`src/rtl/wdtp_pkg.sv`:
```
package wdtp_pkg;

  localparam int unsigned CYCLE_W   = 35;
  localparam int unsigned CPM_W     = 16;
  localparam int unsigned TMO_W     = 8;
  localparam int unsigned SEL_W     = 5;
  localparam int unsigned CFG_IDX_W = 2;
  localparam int unsigned CFG_W     = 16;

  localparam int unsigned MAX_PERIOD_SELECT_DEF = 18;

  localparam logic [SEL_W-1:0] SEL_SOFTWARE = 5'd31;

  typedef enum logic [1:0] {
    EN_OFF    = 2'd0,
    EN_ALWAYS = 2'd1,
    EN_AWAKE  = 2'd2,
    EN_SW     = 2'd3
  } en_mode_t;

  localparam logic OP_TICK  = 1'b0;
  localparam logic OP_CLEAR = 1'b1;

  localparam logic [1:0] EV_NONE  = 2'd0;
  localparam logic [1:0] EV_WAKE  = 2'd1;
  localparam logic [1:0] EV_RESET = 2'd2;

  localparam logic [CFG_IDX_W-1:0] CFG_ENABLE_MODE   = 2'd0;
  localparam logic [CFG_IDX_W-1:0] CFG_PERIOD_SELECT = 2'd1;
  localparam logic [CFG_IDX_W-1:0] CFG_CYCLES_PER_MS = 2'd2;
  localparam logic [CFG_IDX_W-1:0] CFG_TIMEOUTS      = 2'd3;

  localparam logic [CPM_W-1:0] CPM_RESET      = 16'd1000;
  localparam logic [TMO_W-1:0] TIMEOUTS_RESET = 8'd1;

endpackage

```
`src/rtl/watchdog_timer_with_prescaler.sv`:
```
// Watchdog with a millisecond prescaler. Each input word is one instruction
// cycle tick or a clear; every word gives exactly one result word. A word is
// taken every clock when the output side keeps up. A word waits in the input
// register until the output side is free; the counter update runs between the
// input register and the result register, where the result is held until
// taken. The input register lets a new word in while a result still waits
// at the output. A period ends when the elapsed cycle count exceeds
// cycles_per_ms shifted left by the period select (a select above
// MAX_PERIOD_SELECT counts as 0, a select of 31 takes the word's sw_period);
// after timeouts_to_reset periods the block reports a wake when asleep, otherwise
// a device reset. Write configuration only while no word is in flight.
module watchdog_timer_with_prescaler #(
  parameter int unsigned MAX_PERIOD_SELECT = wdtp_pkg::MAX_PERIOD_SELECT_DEF
) (
  input  logic                            clk,
  input  logic                            rst,
  input  logic                            cfg_we,
  input  logic [wdtp_pkg::CFG_IDX_W-1:0]  cfg_index,
  input  logic [wdtp_pkg::CFG_W-1:0]      cfg_data,
  input  logic                            in_valid,
  output logic                            in_ready,
  input  logic                            opcode,
  input  logic                            asleep,
  input  logic                            sw_enable,
  input  logic [wdtp_pkg::SEL_W-1:0]      sw_period,
  output logic                            out_valid,
  input  logic                            out_ready,
  output logic [1:0]                      event_res,
  output logic [wdtp_pkg::TMO_W-1:0]      period_count,
  output logic                            counting
);

  localparam int unsigned CYCLE_W = wdtp_pkg::CYCLE_W;
  localparam int unsigned TMO_W   = wdtp_pkg::TMO_W;
  localparam int unsigned SEL_W   = wdtp_pkg::SEL_W;
  localparam int unsigned THR_W   = wdtp_pkg::CPM_W + MAX_PERIOD_SELECT;
  localparam int unsigned CMP_W   = (THR_W > CYCLE_W) ? THR_W : CYCLE_W;

  // configuration
  wdtp_pkg::en_mode_t              enable_mode;
  logic [SEL_W-1:0]                period_select;
  logic [wdtp_pkg::CPM_W-1:0]      cycles_per_ms;
  logic [TMO_W-1:0]                timeouts_to_reset;

  // input register
  logic                            in_full;
  logic                            in_opcode;
  logic                            in_asleep;
  logic                            in_sw_enable;
  logic [SEL_W-1:0]                in_sw_period;

  // watchdog state
  logic [CYCLE_W-1:0]              cycle_count;
  logic [CYCLE_W-1:0]              cycle_count_next;
  logic [TMO_W-1:0]                timeout_count;
  logic [TMO_W-1:0]                timeout_count_next;

  logic                            advance;
  logic                            enabled;
  logic [SEL_W-1:0]                sel_raw;
  logic [SEL_W-1:0]                sel;
  logic [THR_W-1:0]                threshold;
  logic [CYCLE_W-1:0]              cycle_inc;
  logic                            period_end;
  logic [TMO_W-1:0]                timeout_inc;
  logic [1:0]                      event_next;
  logic                            counting_next;

  assign advance  = in_full && (!out_valid || out_ready);
  assign in_ready = !in_full || advance;

  always_ff @(posedge clk) begin
    if (rst) begin
      enable_mode       <= wdtp_pkg::EN_OFF;
      period_select     <= wdtp_pkg::SEL_SOFTWARE;
      cycles_per_ms     <= wdtp_pkg::CPM_RESET;
      timeouts_to_reset <= wdtp_pkg::TIMEOUTS_RESET;
    end else if (cfg_we) begin
      unique case (cfg_index)
        wdtp_pkg::CFG_ENABLE_MODE:   enable_mode <= wdtp_pkg::en_mode_t'(cfg_data[1:0]);
        wdtp_pkg::CFG_PERIOD_SELECT: period_select <= cfg_data[SEL_W-1:0];
        wdtp_pkg::CFG_CYCLES_PER_MS: cycles_per_ms <= cfg_data;
        wdtp_pkg::CFG_TIMEOUTS:      timeouts_to_reset <= cfg_data[TMO_W-1:0];
        default: ;
      endcase
    end
  end

  always_ff @(posedge clk) begin
    if (rst) begin
      in_full <= 1'b0;
    end else if (in_ready) begin
      in_full <= in_valid;
    end
  end

  always_ff @(posedge clk) begin
    if (in_ready && in_valid) begin
      in_opcode    <= opcode;
      in_asleep    <= asleep;
      in_sw_enable <= sw_enable;
      in_sw_period <= sw_period;
    end
  end

  always_comb begin
    unique case (enable_mode)
      wdtp_pkg::EN_OFF:    enabled = 1'b0;
      wdtp_pkg::EN_ALWAYS: enabled = 1'b1;
      wdtp_pkg::EN_AWAKE:  enabled = !in_asleep;
      wdtp_pkg::EN_SW:     enabled = in_sw_enable;
      default:             enabled = 1'b0;
    endcase
  end

  assign sel_raw   = (period_select == wdtp_pkg::SEL_SOFTWARE) ? in_sw_period : period_select;
  assign sel       = (sel_raw > SEL_W'(MAX_PERIOD_SELECT)) ? '0 : sel_raw;
  assign threshold = THR_W'(cycles_per_ms) << sel;
  // saturate at all ones
  assign cycle_inc   = (cycle_count == '1) ? cycle_count : cycle_count + CYCLE_W'(1);
  assign period_end  = CMP_W'(cycle_inc) > CMP_W'(threshold);
  assign timeout_inc = timeout_count + TMO_W'(1);

  always_comb begin
    cycle_count_next   = cycle_count;
    timeout_count_next = timeout_count;
    event_next         = wdtp_pkg::EV_NONE;
    counting_next      = 1'b0;
    if (in_opcode == wdtp_pkg::OP_CLEAR) begin
      cycle_count_next   = '0;
      timeout_count_next = '0;
    end else if (enabled) begin
      counting_next    = 1'b1;
      cycle_count_next = cycle_inc;
      if (period_end) begin
        cycle_count_next = '0;
        if (timeout_inc == timeouts_to_reset) begin
          timeout_count_next = '0;
          event_next = in_asleep ? wdtp_pkg::EV_WAKE : wdtp_pkg::EV_RESET;
        end else begin
          timeout_count_next = timeout_inc;
        end
      end
    end
  end

  always_ff @(posedge clk) begin
    if (rst) begin
      cycle_count   <= '0;
      timeout_count <= '0;
    end else if (advance) begin
      cycle_count   <= cycle_count_next;
      timeout_count <= timeout_count_next;
    end
  end

  always_ff @(posedge clk) begin
    if (rst) begin
      out_valid <= 1'b0;
    end else if (advance) begin
      out_valid <= 1'b1;
    end else if (out_ready) begin
      out_valid <= 1'b0;
    end
  end

  // hold the result word until taken
  always_ff @(posedge clk) begin
    if (advance) begin
      event_res    <= event_next;
      period_count <= timeout_count_next;
      counting     <= counting_next;
    end
  end

endmodule

```
`config.mk`:
```
export PLATFORM = sky130hd
export DESIGN_NAME = watchdog_timer_with_prescaler
export DESIGN_NICKNAME = d
export VERILOG_FILES = /design/src/rtl/wdtp_pkg.sv /design/src/rtl/watchdog_timer_with_prescaler.sv
export SDC_FILE = /design/constraint.sdc
export NUM_CORES = 1
export LEC_CHECK = 0
export BUFFER_PORTS_ARGS = -buffer_cell sky130_fd_sc_hd__buf_2
export CORE_AREA = 2 2 144 146
export CTS_BUF_LIST = sky130_fd_sc_hd__clkbuf_4 sky130_fd_sc_hd__clkbuf_8 sky130_fd_sc_hd__clkbuf_16
export CTS_CLUSTER_SIZE = 28
export DETAILED_ROUTE_END_ITERATION = 12
export DIE_AREA = 0 0 146 148
export SETUP_SLACK_MARGIN = 0.4
export SYNTH_ARGS = -nofsm -noshare
export SYNTH_HDL_FRONTEND = slang
export SYNTH_SLANG_ARGS = --single-unit
export TNS_END_PERCENT = 1
```
`constraint.sdc`:
```
create_clock -name clk -period 14.51 [get_ports clk]
set_clock_uncertainty 0.2 [all_clocks]
set_input_delay 2.902 -clock clk [delete_from_list [all_inputs] [get_ports clk]]
set_output_delay 2.902 -clock clk [all_outputs]
set_load 0.005 [all_outputs]
```
==> flow_metrics.env <==
export IMPL_fmaxAchievable_mhz=153
export IMPL_drv_slew=0
export IMPL_async_flop_share_pct=0
export IMPL_crit_type="input pin to output port"
export IMPL_synth_common_cells="126 x nand2_1, 77 x nor2_1, 76 x dfxtp_1"
export IMPL_grt_ovfl_total=0
export IMPL_htree_levels=3
export IMPL_wl_per_cell_um=16.0
export IMPL_cp_required_ns=11.41
export IMPL_first_pass_iters=7
export IMPL_antenna_found_initial=0
export IMPL_drc=0
export IMPL_cap_violations=0
export IMPL_fp_dieH_um=148
export IMPL_gp_congestion=0.912
export IMPL_post_place_ws_ns=7.95
export IMPL_syn_area_mm2=0.00688
export IMPL_clockRootBuffer="clkbuf_16"
export IMPL_critical_path_max_fanout=4
export IMPL_fin_nets=931
export IMPL_cts_setup_buffers=0
export IMPL_drt_first_iter_violations=432
export IMPL_period_share_pct=45.1
export IMPL_drive_above_1_share_pct=11.7
export IMPL_final_cells=1139
export IMPL_crit_path_start_kind="input pin"
export IMPL_yosysTopAreaCell="dfxtp_1"
export IMPL_yosysSeqAreaShare_pct=30.4
export IMPL_postPlaceCellArea_mm2=0.00725
export IMPL_core_area_mm2=0.0200
export IMPL_rows=52
export IMPL_yosysWarnings=0
export IMPL_synth_ff_type="dfxtp_1"
export IMPL_postRouteAntennaNets=0
export IMPL_avgSynthCellArea_um2=8.05
export IMPL_setup_ws_ns=7.97
export IMPL_fin_crit_ns=6.54
export IMPL_clk_latency_ns=0.36
export IMPL_syn_to_final_growth_pct=9.71
export IMPL_synth_edff_count=19
export IMPL_hold_violations=0
export IMPL_netlist_instances=855
export IMPL_port_buffers=43
export IMPL_hold_path_class="register to register"
export IMPL_cts_sinks=95
export IMPL_synth_seq_cells=95
export IMPL_synth_most_common_cell="nand2_1"
export IMPL_fin_area_mm2=0.00755
export IMPL_postCtsHoldBufs=0
export IMPL_worst_pin_slew_ns=1.18
export IMPL_initial_core_util_pct=34.4
export IMPL_tns_ns=0
export IMPL_synth_top_area_share_pct=22.1
export IMPL_cp_arrival_ns=3.44
export IMPL_cts_clk_slew_worst_paths_ns=0.07
export IMPL_endpoint_kind="output port"
export IMPL_synth_top_cells_by_area="dfxtp_1 22%, edfxtp_1 8.3%, nand2_1 6.9%"
export IMPL_cts_made_buffers=9
export IMPL_grt_usage_pct=17.0
export IMPL_rsz0062_at_grt="no"
export IMPL_dp_cells=1123
export IMPL_drt_total_wl_mm=18.2
export IMPL_cts_tree="done"
export IMPL_die_w_um=146
export IMPL_status="finished clean"
export IMPL_vias=6168
export IMPL_io_pins=44
export IMPL_ir_worst_vdd_v=0.0000565
export IMPL_leakage_nw=2.93
export IMPL_via_per_inst=5.42
export IMPL_yosysUniqueCellTypes=72
export IMPL_grt_pass1_vias=5622
export IMPL_clock_tree_buffer_depth=2
export IMPL_dpl_hpwl_mm=13.5
export IMPL_setup_viol=0
export IMPL_cts_resized=0
export IMPL_slew_headroom_pct=21.4
export IMPL_grt_pass1_wl_mm=29.6
export IMPL_dieArea_mm2=0.0216
export IMPL_p_per_area_mw_per_mm2=88.5
export IMPL_n_antenna_cell=0
export IMPL_syn_nets=922
export IMPL_grt_start_max_net_pins=59
## path summary, 6_finish.rpt
kind                                           from                           endpoint  slack [ns]  depth (start not counted)
setup / recovery                          out_ready                           in_ready        7.97                          4
hold / removal    timeouts_to_reset[1]$_SDFFE_PP0P_  timeouts_to_reset[1]$_SDFFE_PP0P_        0.27                          2
setup reg to reg      period_select[2]$_SDFFE_PP1P_       cycle_count[33]$_SDFFE_PP0P_        8.70                         17
hold reg to reg   timeouts_to_reset[1]$_SDFFE_PP0P_  timeouts_to_reset[1]$_SDFFE_PP0P_        0.27                          2
## cell families (layout without fill, tap and decap cells)
family | count (synthesis) | after routing | synth area share [%]
xor+xnor | 42 | 42 | 5.34
flops | 95 | 95 | 30.4
simple gates | 364 | 364 | 26.8
buf+inv | 66 | 80 | 4.18
compound gates | 196 | 196 | 17.5
fa+ha+maj | 36 | 36 | 6.54
mux | 56 | 56 | 9.25
## metal layers
layer / track usage [%] / share of wire, % / up-vias
li1: - / - / 3101
met1: 23.5 / 48 / 2905
met2: 28.3 / 47 / 151
met3: 2.04 / 4.4 / 11
met4: 4.71 / 1.2 / 0
met5: 0 / 0 / -
## registers in the layout, summed over array words and instances, names as in the netlist
register / cells
cycles_per_ms: 16
out_valid: 1
period_select: 5
in_full: 1
in_asleep: 1
timeouts_to_reset: 8
event_res: 2
in_sw_period: 5
counting: 1
enable_mode: 2
in_opcode: 1
period_count: 8
in_sw_enable: 1
timeout_count: 8
cycle_count: 35
## worst max-delay path: stages
cell	delay (ns)
buf_2	0.10
nor2b_1	0.21
nand2_1	0.10
buf_2	0.13
## final cells by class
class                   count  area, um^2
well taps                 270         338
flip-flops and latches     95        2090
inverters                  18        67.6
clock inverters             6        68.8
multi-input cells         694        4520
fillers                  2102       12500
repair buffers             46         238
clock buffers              10         233
## report_power, final
part | total, mW | internal, mW | leakage, nW | switching, mW
clock network | 0.247 | 0.137 | 0.146 | 0.111
logic | 0.140 | 0.0545 | 1.98 | 0.0854
registers | 0.281 | 0.275 | 0.799 | 0.00624
## through the flow
stage / utilization [%] / hold slack, ns / total power, mW
final: 37.7 / 0.273 / 0.669
after global routing: 37.7 / 0.299 / 0.697
after CTS: 37.7 / 0.277 / 0.671
after detailed placement: 36.2 / 0.262 / 0.425
after global placement: 36.2 / 0.257 / 0.424
after floorplan: - / 0.244 / 0.392
## cell usage in the layout, fill, tap and decap left out, types with 23 or more instances in the layout
cell and instances:
nor2_1 77, dfxtp_1 76, nand2_1 126, xnor2_1 24, nand4_1 23, a21oi_1 71, mux2i_1 40, nand3_1 28
buf_2 43, ha_1 36, o21ai_0 29
Power figures use the tool's default switching activity.
